--- src/rtl/qoi_pkg.sv ---
// ----------------------------------------------------------------------------
// QOI decoder package
// Shared widths, chunk codes, status codes, result type and the table hash.
// ----------------------------------------------------------------------------
`default_nettype none

package qoi_pkg;

    localparam int PIX_W    = 32;
    localparam int HASH_W   = 6;
    localparam int TBL_DEPTH = 1 << HASH_W;
    localparam int CNT_W    = 32;
    localparam int RUN_W    = 6;
    localparam int ADDR_W   = 3;

    // Register index of the expected pixel count.
    localparam logic REG_PIXEL_COUNT = 1'b0;

    // Chunk opcodes and two-bit tags.
    localparam logic [7:0] OP_RGB   = 8'hFE;
    localparam logic [7:0] OP_RGBA  = 8'hFF;
    localparam logic [1:0] TAG_INDEX = 2'b00;
    localparam logic [1:0] TAG_DIFF  = 2'b01;
    localparam logic [1:0] TAG_LUMA  = 2'b10;
    localparam logic [1:0] TAG_RUN   = 2'b11;

    // Multi-byte chunk still being assembled.
    localparam logic [1:0] KIND_NONE = 2'd0;
    localparam logic [1:0] KIND_LUMA = 2'd1;
    localparam logic [1:0] KIND_RGB  = 2'd2;
    localparam logic [1:0] KIND_RGBA = 2'd3;

    // End-of-image status.
    localparam logic [1:0] STATUS_OK        = 2'd0;
    localparam logic [1:0] STATUS_TRUNCATED = 2'd1;
    localparam logic [1:0] STATUS_MISMATCH  = 2'd2;

    // Pixel after reset: opaque black, packed r,g,b,a from the top byte down.
    localparam logic [PIX_W-1:0] PIX_START = 32'h0000_00FF;

    typedef struct packed {
        logic [PIX_W-1:0] data;        // alpha, blue, green, red from the top
        logic             pixel_valid;
        logic             last;
        logic [1:0]       status;
    } qoi_result_t;

    // Table slot: (3r + 5g + 7b + 11a) mod 64, evaluated in six bits.
    function automatic logic [HASH_W-1:0] hash_f(input logic [PIX_W-1:0] px);
        logic [HASH_W-1:0] r6;
        logic [HASH_W-1:0] g6;
        logic [HASH_W-1:0] b6;
        logic [HASH_W-1:0] a6;
        r6 = px[24 +: HASH_W];
        g6 = px[16 +: HASH_W];
        b6 = px[8 +: HASH_W];
        a6 = px[0 +: HASH_W];
        return r6 * 6'd3 + g6 * 6'd5 + b6 * 6'd7 + a6 * 6'd11;
    endfunction

endpackage

`default_nettype wire

--- src/rtl/qoi_cfg.sv ---
// ----------------------------------------------------------------------------
// QOI decoder configuration registers
// APB-style slave holding the expected pixel count.
// ----------------------------------------------------------------------------
`default_nettype none

module qoi_cfg (
    input  wire logic                         aclk,
    input  wire logic                         aresetn,
    input  wire logic                         psel,
    input  wire logic                         penable,
    input  wire logic                         pwrite,
    input  wire logic [qoi_pkg::ADDR_W-1:0]   paddr,
    input  wire logic [31:0]                  pwdata,
    output logic      [31:0]                  prdata,
    output logic                              pready,
    output logic      [qoi_pkg::CNT_W-1:0]    pixel_count
);
    import qoi_pkg::*;

    logic [CNT_W-1:0] pixel_count_reg;
    logic [CNT_W-1:0] pixel_count_next;
    logic             wr_en;
    logic             sel_count;

    // Word index lives in the bit above the byte offset.
    assign sel_count = (paddr[ADDR_W-1] == REG_PIXEL_COUNT);
    assign pready    = 1'b1;
    assign wr_en     = psel && penable && pwrite && pready;

    always_comb begin
        pixel_count_next = pixel_count_reg;
        if (wr_en && sel_count) begin
            pixel_count_next = pwdata;
        end
    end

    always_ff @(posedge aclk) begin
        if (!aresetn) begin
            pixel_count_reg <= '0;
        end else begin
            pixel_count_reg <= pixel_count_next;
        end
    end

    assign prdata      = sel_count ? pixel_count_reg : 32'd0;
    assign pixel_count = pixel_count_reg;

endmodule

`default_nettype wire

--- src/rtl/qoi_obuf.sv ---
// ----------------------------------------------------------------------------
// QOI decoder output register
// One-entry result register that decouples the decoder from the result sink.
// ----------------------------------------------------------------------------
`default_nettype none

module qoi_obuf (
    input  wire logic                 aclk,
    input  wire logic                 aresetn,
    input  wire logic                 in_valid,
    output logic                      in_ready,
    input  wire qoi_pkg::qoi_result_t in_result,
    output logic                      m_tvalid,
    input  wire logic                 m_tready,
    output logic [31:0]               m_tdata,
    output logic                      m_tlast,
    output logic [2:0]                m_tuser
);
    import qoi_pkg::*;

    logic        valid_reg;
    logic        valid_next;
    qoi_result_t result_reg;
    qoi_result_t result_next;

    assign in_ready = !valid_reg || m_tready;

    always_comb begin
        valid_next  = valid_reg;
        result_next = result_reg;
        if (in_ready) begin
            valid_next  = in_valid;
            result_next = in_result;
        end
    end

    always_ff @(posedge aclk) begin
        if (!aresetn) begin
            valid_reg <= 1'b0;
        end else begin
            valid_reg <= valid_next;
        end
    end

    always_ff @(posedge aclk) begin
        result_reg <= result_next;
    end

    assign m_tvalid = valid_reg;
    assign m_tdata  = result_reg.data;
    assign m_tlast  = result_reg.last;
    assign m_tuser  = {result_reg.status, result_reg.pixel_valid};

endmodule

`default_nettype wire

--- src/rtl/qoi_dec.sv ---
// ----------------------------------------------------------------------------
// QOI chunk decoder
// Byte-level chunk sequencer around the recent-pixel table memory.
// ----------------------------------------------------------------------------
`default_nettype none

module qoi_dec (
    input  wire logic                       aclk,
    input  wire logic                       aresetn,
    input  wire logic                       s_tvalid,
    output logic                            s_tready,
    input  wire logic [7:0]                 s_tdata,
    input  wire logic                       s_tlast,
    input  wire logic [qoi_pkg::CNT_W-1:0]  pixel_count,
    output logic                            res_valid,
    input  wire logic                       res_ready,
    output qoi_pkg::qoi_result_t            res_data
);
    import qoi_pkg::*;

    localparam logic [1:0] ST_IDLE  = 2'd0;
    localparam logic [1:0] ST_READ  = 2'd1;
    localparam logic [1:0] ST_WRITE = 2'd2;
    localparam logic [1:0] ST_EMIT  = 2'd3;

    logic [1:0]           state_reg,   state_next;
    logic [PIX_W-1:0]     prev_reg,    prev_next;
    logic [1:0]           kind_reg,    kind_next;
    logic [2:0]           need_reg,    need_next;
    logic [PIX_W-1:0]     part_reg,    part_next;
    logic [CNT_W-1:0]     emitted_reg, emitted_next;
    logic [TBL_DEPTH-1:0] tvalid_reg,  tvalid_next;
    logic [PIX_W-1:0]     px_reg,      px_next;
    logic [RUN_W-1:0]     cnt_reg,     cnt_next;
    logic                 fin_reg,     fin_next;
    logic                 pixv_reg,    pixv_next;
    logic [1:0]           stat_reg,    stat_next;
    logic [HASH_W-1:0]    idx_reg,     idx_next;

    // Recent-pixel table: one write port, one registered read port.
    logic [PIX_W-1:0]  tbl_mem [TBL_DEPTH];
    logic [PIX_W-1:0]  tbl_rdata_reg;
    logic              tbl_we;
    logic [HASH_W-1:0] tbl_waddr;

    logic             in_fire;
    logic [7:0]       pr, pg, pb, pa;
    logic [7:0]       dg, drdg, dbdg;
    logic [CNT_W:0]   sum;
    logic [CNT_W-1:0] emitted_sat;
    logic [PIX_W-1:0] out_px;

    assign s_tready = (state_reg == ST_IDLE);
    assign in_fire  = s_tvalid && s_tready;

    assign pr = prev_reg[31:24];
    assign pg = prev_reg[23:16];
    assign pb = prev_reg[15:8];
    assign pa = prev_reg[7:0];

    // Luma deltas: green delta from the first byte, red/blue relative to it.
    assign dg   = {2'b00, part_reg[5:0]} - 8'd32;
    assign drdg = {4'b0000, s_tdata[7:4]} - 8'd8;
    assign dbdg = {4'b0000, s_tdata[3:0]} - 8'd8;

    // Pixel counter saturates at all ones.
    assign sum         = {1'b0, emitted_reg} + {{(CNT_W + 1 - RUN_W){1'b0}}, cnt_reg};
    assign emitted_sat = sum[CNT_W] ? {CNT_W{1'b1}} : sum[CNT_W-1:0];

    assign tbl_we    = (state_reg == ST_WRITE);
    assign tbl_waddr = hash_f(px_reg);

    always_comb begin
        state_next   = state_reg;
        prev_next    = prev_reg;
        kind_next    = kind_reg;
        need_next    = need_reg;
        part_next    = part_reg;
        emitted_next = emitted_reg;
        tvalid_next  = tvalid_reg;
        px_next      = px_reg;
        cnt_next     = cnt_reg;
        fin_next     = fin_reg;
        pixv_next    = pixv_reg;
        stat_next    = stat_reg;
        idx_next     = idx_reg;
        res_valid    = 1'b0;

        unique case (state_reg)
            ST_IDLE: begin
                if (in_fire) begin
                    fin_next  = s_tlast;
                    pixv_next = 1'b1;
                    cnt_next  = RUN_W'(1);
                    if (need_reg != 3'd0) begin
                        part_next = {part_reg[23:0], s_tdata};
                        need_next = need_reg - 3'd1;
                        if (need_reg == 3'd1) begin
                            case (kind_reg)
                                KIND_LUMA: px_next = {pr + dg + drdg, pg + dg,
                                                      pb + dg + dbdg, pa};
                                KIND_RGB:  px_next = {part_reg[15:0], s_tdata, pa};
                                default:   px_next = {part_reg[23:0], s_tdata};
                            endcase
                            kind_next  = KIND_NONE;
                            part_next  = '0;
                            state_next = ST_WRITE;
                        end
                    end else if (s_tdata == OP_RGB) begin
                        kind_next = KIND_RGB;
                        need_next = 3'd3;
                        part_next = '0;
                    end else if (s_tdata == OP_RGBA) begin
                        kind_next = KIND_RGBA;
                        need_next = 3'd4;
                        part_next = '0;
                    end else begin
                        case (s_tdata[7:6])
                            TAG_INDEX: begin
                                idx_next   = s_tdata[5:0];
                                state_next = ST_READ;
                            end
                            TAG_DIFF: begin
                                px_next = {pr + {6'd0, s_tdata[5:4]} - 8'd2,
                                           pg + {6'd0, s_tdata[3:2]} - 8'd2,
                                           pb + {6'd0, s_tdata[1:0]} - 8'd2, pa};
                                state_next = ST_WRITE;
                            end
                            TAG_LUMA: begin
                                kind_next = KIND_LUMA;
                                need_next = 3'd1;
                                part_next = {24'd0, s_tdata};
                            end
                            default: begin
                                px_next    = prev_reg;
                                cnt_next   = s_tdata[5:0] + RUN_W'(1);
                                state_next = ST_WRITE;
                            end
                        endcase
                    end
                    // A final byte that completes no pixel still owes one
                    // status-only transfer.
                    if (s_tlast && (state_next == ST_IDLE)) begin
                        pixv_next  = 1'b0;
                        px_next    = '0;
                        cnt_next   = RUN_W'(1);
                        if (need_next != 3'd0) begin
                            stat_next = STATUS_TRUNCATED;
                        end else if (emitted_reg != pixel_count) begin
                            stat_next = STATUS_MISMATCH;
                        end else begin
                            stat_next = STATUS_OK;
                        end
                        state_next = ST_EMIT;
                    end
                end
            end
            ST_READ: begin
                px_next    = tvalid_reg[idx_reg] ? tbl_rdata_reg : '0;
                state_next = ST_WRITE;
            end
            ST_WRITE: begin
                prev_next              = px_reg;
                tvalid_next[tbl_waddr] = 1'b1;
                emitted_next           = emitted_sat;
                stat_next = (emitted_sat != pixel_count) ? STATUS_MISMATCH : STATUS_OK;
                state_next             = ST_EMIT;
            end
            default: begin
                res_valid = 1'b1;
                if (res_ready) begin
                    cnt_next = cnt_reg - RUN_W'(1);
                    if (cnt_reg == RUN_W'(1)) begin
                        state_next = ST_IDLE;
                        if (fin_reg) begin
                            prev_next    = PIX_START;
                            kind_next    = KIND_NONE;
                            need_next    = 3'd0;
                            part_next    = '0;
                            emitted_next = '0;
                            tvalid_next  = '0;
                        end
                    end
                end
            end
        endcase
    end

    assign out_px = pixv_reg ? px_reg : '0;

    always_comb begin
        res_data.data        = {out_px[7:0], out_px[15:8], out_px[23:16], out_px[31:24]};
        res_data.pixel_valid = pixv_reg;
        res_data.last        = (cnt_reg == RUN_W'(1));
        res_data.status      = (fin_reg && (cnt_reg == RUN_W'(1))) ? stat_reg : STATUS_OK;
    end

    always_ff @(posedge aclk) begin
        if (!aresetn) begin
            state_reg   <= ST_IDLE;
            prev_reg    <= PIX_START;
            kind_reg    <= KIND_NONE;
            need_reg    <= 3'd0;
            part_reg    <= '0;
            emitted_reg <= '0;
            tvalid_reg  <= '0;
        end else begin
            state_reg   <= state_next;
            prev_reg    <= prev_next;
            kind_reg    <= kind_next;
            need_reg    <= need_next;
            part_reg    <= part_next;
            emitted_reg <= emitted_next;
            tvalid_reg  <= tvalid_next;
        end
    end

    always_ff @(posedge aclk) begin
        px_reg   <= px_next;
        cnt_reg  <= cnt_next;
        fin_reg  <= fin_next;
        pixv_reg <= pixv_next;
        stat_reg <= stat_next;
        idx_reg  <= idx_next;
    end

    // The address is the index chunk's low six bits; the registered data is used
    // in the next cycle, in ST_READ.
    always_ff @(posedge aclk) begin
        if (tbl_we) begin
            tbl_mem[tbl_waddr] <= px_reg;
        end
        tbl_rdata_reg <= tbl_mem[s_tdata[5:0]];
    end

endmodule

`default_nettype wire

--- src/rtl/qoi_image_decoder.sv ---
// ----------------------------------------------------------------------------
// QOI image decoder
// Decodes a QOI chunk stream, one byte per transfer, into RGBA pixels.
// ----------------------------------------------------------------------------
// Flow: a byte that completes a pixel passes the table write-back step before
//   its result reaches the output register (an index chunk first waits on the
//   table read). A run issues one result per cycle while the output register
//   accepts. A new byte is taken only once the previous results are issued.
// Reset: synchronous, active low; the table clears at once through valid bits.
`default_nettype none

module qoi_image_decoder (
    input  wire logic        aclk,
    input  wire logic        aresetn,

    // Compressed input stream.
    input  wire logic        s_tvalid,
    output logic             s_tready,
    input  wire logic [7:0]  s_tdata,   // [7:0] data_byte
    input  wire logic        s_tlast,   // last_byte

    // Decoded pixel stream.
    output logic             m_tvalid,
    input  wire logic        m_tready,
    output logic [31:0]      m_tdata,   // [7:0] red, [15:8] green, [23:16] blue, [31:24] alpha
    output logic             m_tlast,   // last
    output logic [2:0]       m_tuser,   // [0] pixel_valid, [2:1] status

    // Configuration port.
    input  wire logic        psel,
    input  wire logic        penable,
    input  wire logic        pwrite,
    input  wire logic [2:0]  paddr,
    input  wire logic [31:0] pwdata,
    output logic      [31:0] prdata,
    output logic             pready
);
    import qoi_pkg::*;

    // Expected image size from the register block.
    logic [CNT_W-1:0] pixel_count;

    // Decoder to output register.
    logic        res_valid;
    logic        res_ready;
    qoi_result_t res_data;

    // The register block must be written only while the decoder is idle, a duty of the user
    // that the block leaves unchecked, so the count it hands over is stable for the whole image.
    qoi_cfg u_cfg (
        .aclk        (aclk),
        .aresetn     (aresetn),
        .psel        (psel),
        .penable     (penable),
        .pwrite      (pwrite),
        .paddr       (paddr),
        .pwdata      (pwdata),
        .prdata      (prdata),
        .pready      (pready),
        .pixel_count (pixel_count)
    );

    // The decoder takes one byte at a time. Between bytes it reads the
    // recent-pixel table for an index chunk, writes the new pixel back at its hash
    // slot and then issues one result per cycle while the output register accepts.
    // Because a byte is accepted only once the write-back of the previous pixel is
    // done, a later index read never overlaps an earlier write to the same slot.
    qoi_dec u_dec (
        .aclk        (aclk),
        .aresetn     (aresetn),
        .s_tvalid    (s_tvalid),
        .s_tready    (s_tready),
        .s_tdata     (s_tdata),
        .s_tlast     (s_tlast),
        .pixel_count (pixel_count),
        .res_valid   (res_valid),
        .res_ready   (res_ready),
        .res_data    (res_data)
    );

    // The output register holds a finished result while the decoder goes on
    // accepting bytes that complete no pixel.
    qoi_obuf u_obuf (
        .aclk      (aclk),
        .aresetn   (aresetn),
        .in_valid  (res_valid),
        .in_ready  (res_ready),
        .in_result (res_data),
        .m_tvalid  (m_tvalid),
        .m_tready  (m_tready),
        .m_tdata   (m_tdata),
        .m_tlast   (m_tlast),
        .m_tuser   (m_tuser)
    );

endmodule

`default_nettype wire

--- config.mk ---
export PLATFORM = sky130hd
export DESIGN_NAME = qoi_image_decoder
export DESIGN_NICKNAME = d
export VERILOG_FILES = /design/src/rtl/qoi_pkg.sv /design/src/rtl/qoi_cfg.sv /design/src/rtl/qoi_obuf.sv /design/src/rtl/qoi_dec.sv /design/src/rtl/qoi_image_decoder.sv
export SDC_FILE = /design/constraint.sdc
export NUM_CORES = 2
export LEC_CHECK = 0
export CAP_MARGIN = 5
export CELL_PAD_IN_SITES_DETAIL_PLACEMENT = 0
export CELL_PAD_IN_SITES_GLOBAL_PLACEMENT = 1
export CORE_MARGIN = 2
export CORE_UTILIZATION = 40
export CTS_BUF_LIST = sky130_fd_sc_hd__clkbuf_16
export DETAILED_ROUTE_END_ITERATION = 7
export DONT_BUFFER_PORTS = 1
export HOLD_SLACK_MARGIN = 0.12
export PLACE_DENSITY_LB_ADDON = 0.25
export SLEW_MARGIN = 20
export SYNTH_ARGS = -nofsm -noshare
export SYNTH_HDL_FRONTEND = slang
export SYNTH_SLANG_ARGS = --single-unit
--- constraint.sdc ---
create_clock -name aclk -period 14.5 [get_ports aclk]
set_clock_uncertainty 0.1 [all_clocks]
set_input_delay 2.175 -clock aclk [delete_from_list [all_inputs] [get_ports aclk]]
set_output_delay 2.175 -clock aclk [all_outputs]
set_load 0.02 [all_outputs]
==> summary.txt <==
Yosys
  • Mapped Area: about 95000 sq um
  • Yosys Warn Count: 0
  • Simple-Gate Fraction of Synth Area: 0.0364
  • Main flop type after synthesis: edfxtp_1
  • Synth Instances: 4970
  • FFs w/ async S/R, synth: 0
  • Post-Syn Nets: 5149
  • Synth Area in Compound Gates: 0.0344
  • Adder-cell share of the synthesized area: 0.0202
  • XOR/XNOR Fraction of Synth Area: 0.0108
  • Post-synth EDFFs: 2132
  • Netlist cell types: 77
  • Largest family of logic cells by synthesized area: multiplexers
  • Seq/Total Area, Yosys: 0.718
  • Syn Area/Cell: 19.2 sq um
  • Multiplexer share of the synthesized area: 0.164
  • Synthesized flop and latch total: 2356

Floorplanning
  • Area of the core: 238000 sq um
  • Die H: 492 microns
  • Initial Utilization: 0.402
  • Die footprint: 242000 sq um
  • I/O pin count: 122
  • Cell Rows: 179
  • Chip Width: 492 microns

STA
  • Final Critical Period: 8050 ps
  • Final slew viol count: 0
  • F_max: 124 MHz
  • Slew @ Worst Pin: 1150 ps
  • Final hold vios: 0
  • Max-slew headroom: 0.233
  • Final period utilization: 0.556
  • Endpoints failing setup: 0
  • RSZ-0062 raised after global routing: no
  • Final TNS setup: 0 ps

Hold path
  • WHS Endpoint: u_dec.part_reg[21]
  • Hold_sp: u_dec.part_reg[21]
  • Hold Path Class: reg2reg
  • Hold path cells: 2

Setup path
  • CP cell instances: buf_4 -> fa_1 -> ha_1 -> inv_1 -> fa_1 -> fa_1 -> fa_1 -> inv_1 -> ha_1 -> a21o_1 -> a21oi_1 -> xnor2_1 -> xnor2_1 -> xor2_1 -> nand3_1 -> nor2_4 -> buf_4
  • Slowest CP cell: nand3_1
  • RR Startpoint: u_dec.px_reg[8]
  • Critical path's most frequent cell: fa_1
  • CP Launch Type: flip-flop
  • R2R cell count: 17
  • CP Class: reg2reg
  • Critical path's largest stage delay: about 900 ps
  • Setup crit end kind: flip-flop
  • Reg-to-reg slack, setup: 6450 ps
  • RR Endpoint: u_dec.tbl_mem[8][17]
  • Crit path arrival time: 8530 ps
  • Data required time at the worst endpoint: approximately 15000 ps
  • CP max FO: 51

Global routing
  • Number of global-route vias before repair: 49200
  • First-pass GRT wire length: ~370 mm
  • Grt ovf: 0
  • Initial antenna violation count: 35
  • Largest net degree at the start of global routing: 523
  • GRT Util Overall: 0.215

Placed design
  • DP HPWL: 143 mm
  • PortBufs: 0
  • Final RePlAce weighted congestion: 0.846

Detailed routing
  • ANT nets after route: 0
  • Vias per cell: 5.76
  • Final WL: 263 mm
  • Initial DRC count: 5484
  • First-pass DRT Iterations: 5
  • Drt wl/cell: 31.0 microns
  • DR vias: 48800
  • Number of remaining DRC errors: 0

Status
  • Outcome: completed

Clock tree
  • Clock root cell: clkbuf_16
  • Worst-path clk slew: approximately 60 ps
  • Clk sinks: 2356
  • Clk Latency, worst-skew pair: 960 ps
  • TritonCTS Buffers: between 200 and 300
  • Clock buffer depth: 4
  • TritonCTS clock tree: done
  • Setup bufs post-CTS: 0
  • CTS Hold Bufs: 0
  • CTS resizes: 0
  • H-tree levels: 5

Flow run
  • MaxCap Viol Count: 0

Finish
  • Max reg flops: 2048
  • # fillers: 20100
  • Final #Nets: around 5300
  • Layout area overhead: 13.8%
  • Fraction of layout cells with a size suffix above 1: 0.241
[Yosys cell counts, types with 38 or more instances]
cell type | instances | area share
o21ai_0 | 47 | 0.0025
clkbuf_1 | 212 | 0.0083
edfxtp_1 | 2132 | 0.67
a22oi_1 | 38 | 0.0030
a21oi_1 | 221 | 0.012
xor2_1 | 50 | 0.0046
nand3_1 | 82 | 0.0043
xnor2_1 | 68 | 0.0062
buf_1 | 56 | 0.0022
inv_1 | 124 | 0.0049
and2_1 | 41 | 0.0027
mux4_2 | 688 | 0.16
nor2b_1 | 38 | 0.0025
nor2_1 | 212 | 0.0083
fa_1 | 44 | 0.0092
dfxtp_1 | 224 | 0.047
nand2_1 | 240 | 0.0094
ha_1 | 84 | 0.011
[kinds of logic (layout without fill, tap and decap cells)]
kind of cell               after synthesis  count (layout)
and+or+nand+nor                        747             747
xor gates and xnor gates               118             118
other                                    1               9
AOI/OAI and AO/OA                      513             513
buffers and inverters                  408             738
DFF                                   2356            2356
adders and majority gates              128             128
muxes                                  699             699
[through the flow]
stage               utilization  hold WS (ps)  instances  instance area (sq um)  setup WS [ps]
floorplan                     -           327       4970                  95400           7140
global placement          0.420           340       7985                  99800           6370
detailed placement        0.420           345       7985                  99800           6380
CTS                       0.456           353       8458                 108000           6390
global route              0.457           367       8470                 109000           6000
finish                    0.457           354       8475                 109000           6450
[placed cells by master (no fill, tap or decap), drive strengths merged, types with 9 or more instances in the layout]
cell / instances
a31oi: 14
nand3: 82
nor4: 25
clkinv: 96
nand2: 240
a21oi: 221
a32o: 14
a21o: 18
a22oi: 38
o21bai: 14
xor2: 50
xnor2: 68
buf: 141
clkbuf: 282
a221oi: 9
a211oi: 18
nor2: 212
nand4: 16
and3: 14
bufinv: 20
o22ai: 12
o211ai: 33
inv: 194
edfxtp: 2132
mux2i: 10
nand2b: 9
mux4: 688
o21ai: 53
and2: 41
a311oi: 9
fa: 44
nor2b: 38
ha: 84
dfxtp: 224
nor3: 36
[final cells by class]
type	instances	area, sq um	area share
clock inverters	191	1400	0.0129
multi-input cells	2206	25900	0.239
flip-flops and latches	2356	68500	0.631
clock buffers	282	7060	0.0650
repair buffers	141	1240	0.0114
inverters	124	468	0.00431
diodes	8	20.0	0.000184
well taps	3167	3960	0.0365
[worst max-delay path: cells and delay by family (launching register included)]
family,cells,cell delay (ps)
fa+ha+maj,6,2460
simple gates,2,1800
buf+inv,4,1180
xor+xnor,3,1040
flops,1,780
compound gates,2,320
[layer usage]
layer / up-vias / global-route usage / routed length (microns)
met3: 402 / 0.0632 / 24200
met5: - / 0 / 40
met4: 6 / 0.0690 / 8060
met1: 26100 / 0.298 / 109000
li1: 20500 / - / -
met2: 1836 / 0.327 / 121000
[worst max-delay path by stage]
stage                           startpoint                    end  slack [ps]
after floorplan           u_dec.px_reg[10]   u_dec.tbl_mem[10][0]        7140
after CTS                 u_dec.px_reg[11]   u_dec.tbl_mem[8][17]        6390
after global routing       u_dec.px_reg[8]   u_dec.tbl_mem[8][17]        6000
after detailed placement   u_dec.px_reg[8]   u_dec.tbl_mem[8][20]        6380
final                      u_dec.px_reg[8]   u_dec.tbl_mem[8][17]        6450
after global placement    u_dec.px_reg[11]  u_dec.tbl_mem[27][21]        6370
Power is not shown: default switching activity piles up to over one toggle a cycle in this logic, so the estimate is an artifact.
